### config.mk
export PLATFORM = sky130hd
export DESIGN_NAME = deinterleave_rotate_address_gen
export DESIGN_NICKNAME = d
export VERILOG_FILES = /design/src/hw/rtl/dra_pkg.sv /design/src/hw/rtl/deinterleave_rotate_address_gen.sv
export SDC_FILE = /design/constraint.sdc
export NUM_CORES = 1
export LEC_CHECK = 0
export BUFFER_PORTS_ARGS = -buffer_cell sky130_fd_sc_hd__buf_4
export CELL_PAD_IN_SITES_DETAIL_PLACEMENT = 0
export CELL_PAD_IN_SITES_GLOBAL_PLACEMENT = 1
export CORE_UTILIZATION = 34
export CTS_CLUSTER_DIAMETER = 200
export CTS_CLUSTER_SIZE = 16
export DETAILED_ROUTE_END_ITERATION = 8
export GPL_TIMING_DRIVEN = 0
export HOLD_SLACK_MARGIN = 0.02
export PLACE_DENSITY = 0.58
export SYNTH_ARGS = -nofsm -noshare
export SYNTH_HDL_FRONTEND = slang
export SYNTH_SLANG_ARGS = --single-unit
### constraint.sdc
create_clock -name clk -period 7.7 [get_ports clk]
set_input_delay 1.54 -clock clk [delete_from_list [all_inputs] [get_ports clk]]
set_output_delay 1.54 -clock clk [all_outputs]
set_load 0.1 [all_outputs]
### src/hw/rtl/dra_pkg.sv
`timescale 1ns / 1ps

package dra_pkg;

  typedef enum logic [1:0] {
    MODE_TRANSPOSE = 2'd0,
    MODE_ROT90     = 2'd1,
    MODE_ROT180    = 2'd2,
    MODE_ROT270    = 2'd3
  } rot_mode_t;

  localparam int CFG_ADDR_W = 3;
  localparam int CFG_DATA_W = 14;
  localparam int SIZE_W     = 13;
  localparam int STRIDE_W   = 14;
  localparam int OFF_W      = 26;
  localparam int BYTE_W     = 8;
  localparam int IN_DATA_W  = 16;
  localparam int OUT_DATA_W = 72;

  localparam logic [CFG_ADDR_W-1:0] REG_ROTATE_MODE    = 3'd0;
  localparam logic [CFG_ADDR_W-1:0] REG_PAIR_WIDTH     = 3'd1;
  localparam logic [CFG_ADDR_W-1:0] REG_FRAME_HEIGHT   = 3'd2;
  localparam logic [CFG_ADDR_W-1:0] REG_STRIDE_PLANE_A = 3'd3;
  localparam logic [CFG_ADDR_W-1:0] REG_STRIDE_PLANE_B = 3'd4;

endpackage

### src/hw/rtl/deinterleave_rotate_address_gen.sv
`timescale 1ns / 1ps

// Deinterleave and rotate address generator.
// The input stream carries one interleaved byte pair per request in raster
// order of the source frame. Each pair leaves on the output stream split into
// its plane A and plane B bytes, together with the destination byte offset of
// each within its plane under the mapping chosen by rotate_mode (transpose,
// rotate 90, rotate 180, rotate 270). tlast marks the frame's final pair; the
// row and column counters then start over at zero.
// Throughput is one pair per cycle while the receiver does not stall. A pair
// passes through the input register, which holds the bytes and the operands
// picked from the counters, then the result register, which holds the result
// after the two multiply-adds (one 26 x 14 multiplier per plane).
// A stalled receiver holds the output register; the input register behind it
// still takes one more pair, then in_tready drops until the output drains.
// Reset (rst_n low, synchronous) empties both registers, clears the counters
// and loads the registers with mode transpose, width, height and strides of 1.
// The configuration port writes one register per cycle with cfg_we high and
// should be used only while the pipeline is empty.

module deinterleave_rotate_address_gen
  import dra_pkg::*;
#(
  parameter int COORD_BITS = 12
) (
  input  logic                  clk,
  input  logic                  rst_n,
  input  logic                  in_tvalid,
  output logic                  in_tready,
  input  logic [IN_DATA_W-1:0]  in_tdata,   // first_byte[7:0], second_byte[15:8]
  output logic                  out_tvalid,
  input  logic                  out_tready,
  // plane_a_byte[7:0], plane_b_byte[15:8], offset_a[41:16], offset_b[67:42], zeros
  output logic [OUT_DATA_W-1:0] out_tdata,
  output logic                  out_tlast,  // frame_last
  input  logic                  cfg_we,
  input  logic [CFG_ADDR_W-1:0] cfg_addr,
  input  logic [CFG_DATA_W-1:0] cfg_wdata
);

  localparam int SW = (COORD_BITS + 1 > SIZE_W) ? COORD_BITS + 1 : SIZE_W;
  localparam logic [SW-1:0] SIZE_TOP = SW'(1) << COORD_BITS;

  // configuration registers
  rot_mode_t             mode_r;
  logic [SIZE_W-1:0]     width_r;
  logic [SIZE_W-1:0]     height_r;
  logic [STRIDE_W-1:0]   stride_a_r;
  logic [STRIDE_W-1:0]   stride_b_r;

  always_ff @(posedge clk) begin
    if (!rst_n) begin
      mode_r     <= MODE_TRANSPOSE;
      width_r    <= SIZE_W'(1);
      height_r   <= SIZE_W'(1);
      stride_a_r <= STRIDE_W'(1);
      stride_b_r <= STRIDE_W'(1);
    end else if (cfg_we) begin
      unique case (cfg_addr)
        REG_ROTATE_MODE:    mode_r     <= rot_mode_t'(cfg_wdata[1:0]);
        REG_PAIR_WIDTH:     width_r    <= cfg_wdata[SIZE_W-1:0];
        REG_FRAME_HEIGHT:   height_r   <= cfg_wdata[SIZE_W-1:0];
        REG_STRIDE_PLANE_A: stride_a_r <= cfg_wdata;
        REG_STRIDE_PLANE_B: stride_b_r <= cfg_wdata;
        default: ;
      endcase
    end
  end

  // effective size minus one, zero taken as 1 and clamped to 2^COORD_BITS
  function automatic logic [COORD_BITS-1:0] size_m1(input logic [SIZE_W-1:0] v);
    logic [SW-1:0] ve;
    ve = SW'(v);
    if (v == '0) size_m1 = '0;
    else if (ve >= SIZE_TOP) size_m1 = '1;
    else size_m1 = COORD_BITS'(ve - SW'(1));
  endfunction

  logic [COORD_BITS-1:0] wm1, hm1;
  assign wm1 = size_m1(width_r);
  assign hm1 = size_m1(height_r);

  // source position counters
  logic [COORD_BITS-1:0] row_r, row_nxt;
  logic [COORD_BITS-1:0] col_r, col_nxt;
  logic                  row_end, frame_end;
  logic                  in_acc;

  assign in_acc    = in_tvalid && in_tready;
  assign row_end   = col_r >= wm1;
  assign frame_end = row_end && (row_r >= hm1);

  always_comb begin
    row_nxt = row_r;
    col_nxt = col_r;
    if (frame_end) begin
      row_nxt = '0;
      col_nxt = '0;
    end else if (row_end) begin
      col_nxt = '0;
      row_nxt = row_r + COORD_BITS'(1);
    end else begin
      col_nxt = col_r + COORD_BITS'(1);
    end
  end

  always_ff @(posedge clk) begin
    if (!rst_n) begin
      row_r <= '0;
      col_r <= '0;
    end else if (in_acc) begin
      row_r <= row_nxt;
      col_r <= col_nxt;
    end
  end

  // operand pick: offset = add + mul * stride
  logic [OFF_W-1:0] rev_row, rev_col;
  logic [OFF_W-1:0] add_nxt, mul_nxt;

  assign rev_row = OFF_W'(hm1) - OFF_W'(row_r);
  assign rev_col = OFF_W'(wm1) - OFF_W'(col_r);

  always_comb begin
    unique case (mode_r)
      MODE_TRANSPOSE: begin add_nxt = OFF_W'(row_r); mul_nxt = OFF_W'(col_r); end
      MODE_ROT90:     begin add_nxt = rev_row;       mul_nxt = OFF_W'(col_r); end
      MODE_ROT180:    begin add_nxt = rev_col;       mul_nxt = rev_row;       end
      MODE_ROT270:    begin add_nxt = OFF_W'(row_r); mul_nxt = rev_col;       end
      default:        begin add_nxt = OFF_W'(row_r); mul_nxt = OFF_W'(col_r); end
    endcase
  end

  // input register
  logic              s1_valid_r;
  logic              s1_adv;
  logic [OFF_W-1:0]  add_r, mul_r;
  logic [BYTE_W-1:0] byte_a_r, byte_b_r;
  logic              last_r;

  assign s1_adv    = !out_tvalid || out_tready;
  assign in_tready = !s1_valid_r || s1_adv;

  always_ff @(posedge clk) begin
    if (!rst_n) begin
      s1_valid_r <= 1'b0;
    end else if (in_acc) begin
      s1_valid_r <= 1'b1;
    end else if (s1_adv) begin
      s1_valid_r <= 1'b0;
    end
  end

  always_ff @(posedge clk) begin
    if (in_acc) begin
      add_r    <= add_nxt;
      mul_r    <= mul_nxt;
      byte_a_r <= in_tdata[BYTE_W-1:0];
      byte_b_r <= in_tdata[2*BYTE_W-1:BYTE_W];
      last_r   <= frame_end;
    end
  end

  // multiply-add per plane, modulo 2^26
  logic [OFF_W+STRIDE_W-1:0] prod_a, prod_b;
  logic [OFF_W-1:0]          off_a_nxt, off_b_nxt;

  assign prod_a    = mul_r * stride_a_r;
  assign prod_b    = mul_r * stride_b_r;
  assign off_a_nxt = add_r + prod_a[OFF_W-1:0];
  assign off_b_nxt = add_r + prod_b[OFF_W-1:0];

  // result register
  logic                  out_valid_r;
  logic [OUT_DATA_W-1:0] out_data_r;
  logic                  out_last_r;

  always_ff @(posedge clk) begin
    if (!rst_n) begin
      out_valid_r <= 1'b0;
    end else if (s1_adv) begin
      out_valid_r <= s1_valid_r;
    end
  end

  always_ff @(posedge clk) begin
    if (s1_adv && s1_valid_r) begin
      out_data_r <= {(OUT_DATA_W - 2*BYTE_W - 2*OFF_W)'(0), off_b_nxt, off_a_nxt,
                     byte_b_r, byte_a_r};
      out_last_r <= last_r;
    end
  end

  assign out_tvalid = out_valid_r;
  assign out_tdata  = out_data_r;
  assign out_tlast  = out_last_r;

  // the frame's final pair sends the counters back to the origin
  a_frame_wrap: assert property (@(posedge clk) disable iff (!rst_n)
    (in_acc && frame_end) |=> (row_r == '0 && col_r == '0))
    else $error("counters did not wrap after the last pair");

  a_col_step: assert property (@(posedge clk) disable iff (!rst_n)
    (in_acc && !row_end) |=> (col_r == $past(col_r) + COORD_BITS'(1)
                              && row_r == $past(row_r)))
    else $error("column counter did not step");

  // a held request in the input register is not dropped while the output stalls
  a_s1_hold: assert property (@(posedge clk) disable iff (!rst_n)
    (s1_valid_r && !s1_adv) |=> (s1_valid_r && $stable(add_r) && $stable(mul_r)))
    else $error("input register lost a request under stall");

endmodule
## Word-level counts from Yosys, hierarchy flattened

Cells that the tools add are included.

- Bits in latches: 0
- Bits in registers: 220
- Bits in writable memories: 0
- Word-level logic and storage cells: 70
- Memories: 0
- Memory bits (read-only): 0
- Output and inout port bits: 75
- Input port bits: 38

- Magnitude comparators: 4
- Eq/ne operators: 7
- Divide/modulo/power cells: 0
- Multiply operators: 2
- Bitwise operators: 0
- Reductions and logical operators: 21
- $add $sub $neg: 8
- Shift-type cells: 0
- Multiplexer cells: 12

Operator list:

| kind | number |
|---|---|
| $pmux W26 S3 | 2 |
| $mux W12 | 8 |
| $add A26 B26 Y26 | 2 |
| $mul A26 B14 Y26 | 2 |
| $ge A13 B13 Y1 const B | 2 |
| $logic_not A13 Y1 | 2 |
| $sub A12 B12 Y13 | 2 |
| $add A12 B1 Y12 const B | 2 |
| $ge A12 B12 Y1 | 2 |
| $sub A12 B1 Y12 const B | 2 |
| $reduce_and A2 Y1 | 6 |
| $eq A3 B2 Y1 const B | 2 |
| $eq A2 B2 Y1 const B | 2 |
| $reduce_bool A2 Y1 | 2 |
| $reduce_or A2 Y1 | 2 |
| $eq A3 B1 Y1 const B | 1 |
| $eq A3 B3 Y1 const B | 1 |
| $logic_and A1 B1 Y1 | 3 |
| $logic_not A3 Y1 | 1 |
| $eq A2 B1 Y1 const B | 1 |
| $logic_not A1 Y1 | 2 |
| $logic_not A2 Y1 | 1 |
| $logic_or A1 B1 Y1 | 2 |
| $mux W1 | 2 |

## Longest topological paths before layout

- Word-level depth: 7
- Depth in mapped cells: 22
- Depth with buffers taken out: 20

## Least setup slack after synthesis

OpenSTA, ideal clock, no wires.

- Path type: reg2reg
- Start point: reg mul_r[24]
- End point: reg out_data_r[67], in the netlist out_tdata[67], data pin
- Cell stages (with the launch flop): 23
- Arrival: 5.849 ns
- Buffers on the path: 3
- Setup time: 0.260 ns
- Path slack: 1.592 ns
- Required time: 7.440 ns
- Clock period less this slack: 6.108 ns
- Cell sequence: edfxtp_1 clkbuf_1 clkbuf_1 nand2_1 inv_1 fa_1 inv_1 fa_1 inv_1 fa_1 fa_1 fa_1 fa_1 ha_1 clkbuf_1 and4_1 nand3_1 o211ai_1 a21oi_1 o21ai_0 a211o_1 a21oi_1 xnor2_1

- Cells in the longest elaborated chain, start to end: 2

RTL lines:

| what | line | RTL |
|---|---|---|
| start, declared | deinterleave_rotate_address_gen.sv:137 | `logic [OFF_W-1:0] add_r, mul_r;` |
| start signal, assigned | deinterleave_rotate_address_gen.sv:157 | `mul_r <= mul_nxt;` |
| $mul A26 B14 Y26 | deinterleave_rotate_address_gen.sv:169 | `assign prod_b = mul_r * stride_b_r;` |
| $add A26 B26 Y26 | deinterleave_rotate_address_gen.sv:171 | `assign off_b_nxt = add_r + prod_b[OFF_W-1:0];` |
| named net off_b_nxt[25] | deinterleave_rotate_address_gen.sv:166 | `logic [OFF_W-1:0] off_a_nxt, off_b_nxt;` |
| end signal, assigned | deinterleave_rotate_address_gen.sv:188 | `out_data_r <= {(OUT_DATA_W - 2*BYTE_W - 2*OFF_W)'(0), off_b_nxt, off_a_nxt,` |
| end, declared | deinterleave_rotate_address_gen.sv:175 | `logic [OUT_DATA_W-1:0] out_data_r;` |

The timed path passes the listed nets, and every way through them passes these cells.
A chain may end at the register's enable or synchronous reset.

## Worst setup path in the final report

- Start point: reg mul_r[11]
- End point: reg out_data_r[41], in the netlist out_tdata[41], data pin

- Cells in the longest elaborated chain, start to end: 2

RTL lines:

| what | line | RTL |
|---|---|---|
| $mul A26 B14 Y26 | deinterleave_rotate_address_gen.sv:168 | `assign prod_a = mul_r * stride_a_r;` |
| $add A26 B26 Y26 | deinterleave_rotate_address_gen.sv:170 | `assign off_a_nxt = add_r + prod_a[OFF_W-1:0];` |
| named net off_a_nxt[25] | deinterleave_rotate_address_gen.sv:166 |  |

The timed path passes the listed nets, and every way through them passes these cells.

==> results_dict.tcl <==
set metrics [dict create \
    status "finished, violations left" \
    violations "design-rule violations" \
    cp-start-kind "flop" \
    yosysMostFrequentCell "fa_1" \
    h-tree-depth 4 \
    grt-ovfl-total 0 \
    cts_root_buf "clkbuf_16" \
    crit_path_max_fanout 10 \
    worst_ep_required_time_ns 7.94 \
    grt_usage_pct 20.6 \
    r2r_start "mul_r[11]" \
    nFillCells 6607 \
    drcViolationCount 32 \
    fin_crit_sh_pct 95.4 \
    clk_latency_ns 0.50 \
    min_period_ns 7.35 \
    grt_max_degree 39 \
    initial_core_util_pct 34.5 \
    wire_per_inst_microns 19.9 \
    routed_wirelength_microns 66300 \
    wl_met2_microns 30900 \
    synth_seq_cells 194 \
    endpoint_kind "flop" \
    synthTopCellsByCount "fa_1 (382), inv_1 (365), nand2_1 (319)" \
    ys_seq_area_share_pct 22.0 \
    hp-start "byte_a_r[6]" \
    gp_congestion 0.885 \
    ant_nets 0 \
    routed_via_density 4.87 \
    yosysUniqueCellTypes 69 \
    critPathKind "reg2reg" \
    post_route_cells_drive_above_1_share_pct 6.82 \
    synthTopCellsByArea "fa_1 (34%), edfxtp_1 (15%), ha_1 (7.7%), dfxtp_1 (7.2%), inv_1 (6.0%)" \
    slew_violations 0 \
    clock_skew_ns 0.0219 \
    die_h_microns 261 \
    setup_violations 0 \
    grt_pass1_vias 17300 \
    synth_top_area_share_pct 33.6 \
    core_sq_mm 0.0660 \
    cp.arrival_ns 7.59 \
    drtPass1Iterations 9 \
    io_buffers 107 \
    dp.cells 3297 \
    highest_layer "met4" \
    cts.sinks 194 \
    numCtsBuffers 17 \
    synthesis.area_sq_mm 0.0227 \
    io_pins 113 \
    vias 16200 \
    rrSetupSlack_ns 0.35 \
    layout.nets 3010 \
    fin_cells 3329 \
    dp_slack_ns -0.0447 \
    cts_setup_buffers 0 \
    wirelength_met1_microns 30700 \
    worst_slack_ns 0.355 \
    power_density_mw_per_mm2 153 \
    die-area_sq_mm 0.0679 \
    power_uw 3880 \
    clk_pin_slew_ns 0.08 \
    hp-class "reg2reg" \
    met3_length_microns 3000 \
    synth_edf_count 112 \
    timing.max_slew.rel_slack_pct 31.7 \
    synth.avg_cell_area_sq_um 9.80 \
    rows 94 \
    vdd_drop_max_mv 0.187 \
    die_x_microns 261 \
    syn_to_final_growth_pct 11.2 \
    yosysTopAreaCell "fa_1" \
    rsz0062_at_grt "false" \
    drt_iter0_markers 982 \
    grt_pass1_wl_microns 103000 \
    worstMarginPinSlew_ns 1.03 \
    grt_antenna_before_repair 4 \
    ys.flop_type "edfxtp_1" \
    yosys_warnings 0 \
    finalHoldViolCount 0 \
    cts_buffer_depth 2 \
    post-dp-hpwl_microns 55100 \
    leakagePower_uw 0.0114 \
    cts_tree "built" \
    async_reset_ff_share_pct 0 \
    critPathLaunch "mul_r[11]" \
    synthCells 2320 \
    maxCapViolations 0 \
    max_freq_mhz 136 \
]
-- where the power goes --
group	total (uW)	switching [uW]	internal [uW]	leakage [uW]
logic	1670	1120	550	0.00938
registers	1250	42.6	1210	0.00174
clock network	949	486	463	0.000289
-- flip-flops by register name (all words and copies together), names as in the netlist, 8 cells and up --
signal,count
byte_a_r,8
out_tdata,68
mul_r,13
height_r,13
row_r,12
byte_b_r,8
width_r,13
add_r,13
stride_a_r,14
col_r,12
stride_b_r,14
-- logic make-up after synthesis --
family	Yosys count	synth area share, %
DFF	194	22.0
AOI/OAI and AO/OA	283	8.32
buffers and inverters	471	7.85
other	1	0.0165
muxes	3	0.132
xor gates and xnor gates	116	4.47
and+or+nand+nor	731	15.9
adders and majority gates	521	41.3
-- layout make-up --
class / count / area, sq um / share of cell area (%)
well taps: 864 / 1080 / 4.27
diodes: 1 / 2.50 / 0.00990
multi-input cells: 1658 / 16000 / 63.1
flip-flops and latches: 194 / 5000 / 19.8
clock buffers: 18 / 429 / 1.70
repair buffers: 110 / 863 / 3.41
inverters: 365 / 1370 / 5.42
clock inverters: 14 / 161 / 0.638
plain buffers: 105 / 414 / 1.64
-- stage by stage --
stage	util [%]	TNS, ns	hold WS, ns	area (sq um)
global placement	37.3	0	0.401	24600
detailed placement	37.4	-0.0447	0.405	24700
floorplan	-	0	0.400	22700
global route	38.3	0	0.432	25300
finish	38.3	0	0.414	25300
CTS	38.3	0	0.416	25300
-- per-layer routing --
metal	vias up	track usage, %
li1	7571	-
met1	8223	27.7
met2	331	33.5
met3	82	3.83
met4	0	6.40
met5	-	0
-- what timing repair did --
action | in CTS | in global routing
gates resized for setup | 1 | 2
hold buffers | 0 | 0
hold endpoints to repair | 0 | 0
cloned | 0 | 0
setup endpoints to repair | 1 | 4
-- worst max-delay path, cell delays in order, from the launching register on --
cell	delay, ns
edfxtp_1	0.33
clkbuf_1	0.56
clkbuf_1	0.80
nand2_1	0.17
fa_1	0.55
fa_1	0.55
inv_1	0.05
fa_1	0.47
fa_1	0.58
fa_1	0.44
fa_1	0.45
ha_1	0.37
a21o_1	0.20
a21o_1	0.17
a221o_1	0.38
or3_4	0.38
o21ai_2	0.21
o2111ai_1	0.15
a21oi_1	0.19
xnor2_1	0.09
-- cell usage in the layout (no fill, tap or decap), types with 19 or more instances in the layout --
master | netlist | routed
clkbuf_1 | 99 | 97
a21oi_1 | 74 | 74
dfxtp_1 | 82 | 82
o21ai_0 | 39 | 39
nand3_1 | 23 | 23
a21boi_0 | 53 | 53
inv_1 | 365 | 365
nand2_1 | 319 | 319
xor2_1 | 20 | 20
edfxtp_1 | 112 | 112
nor3_1 | 27 | 27
a21o_1 | 29 | 29
xnor2_1 | 96 | 96
fa_1 | 382 | 382
a22oi_1 | 19 | 19
nor2_1 | 62 | 62
buf_4 | 4 | 111
ha_1 | 139 | 139
and2_1 | 215 | 215
-- worst paths after layout --
check	to	cells after the start
worst max register to register	out_tdata[41]	19
worst min register to register	out_tdata[6]	0
worst min-delay path	out_tdata[6]	0
worst max-delay path	out_tdata[41]	19
No activity file was read; power rests on OpenSTA's default activity.
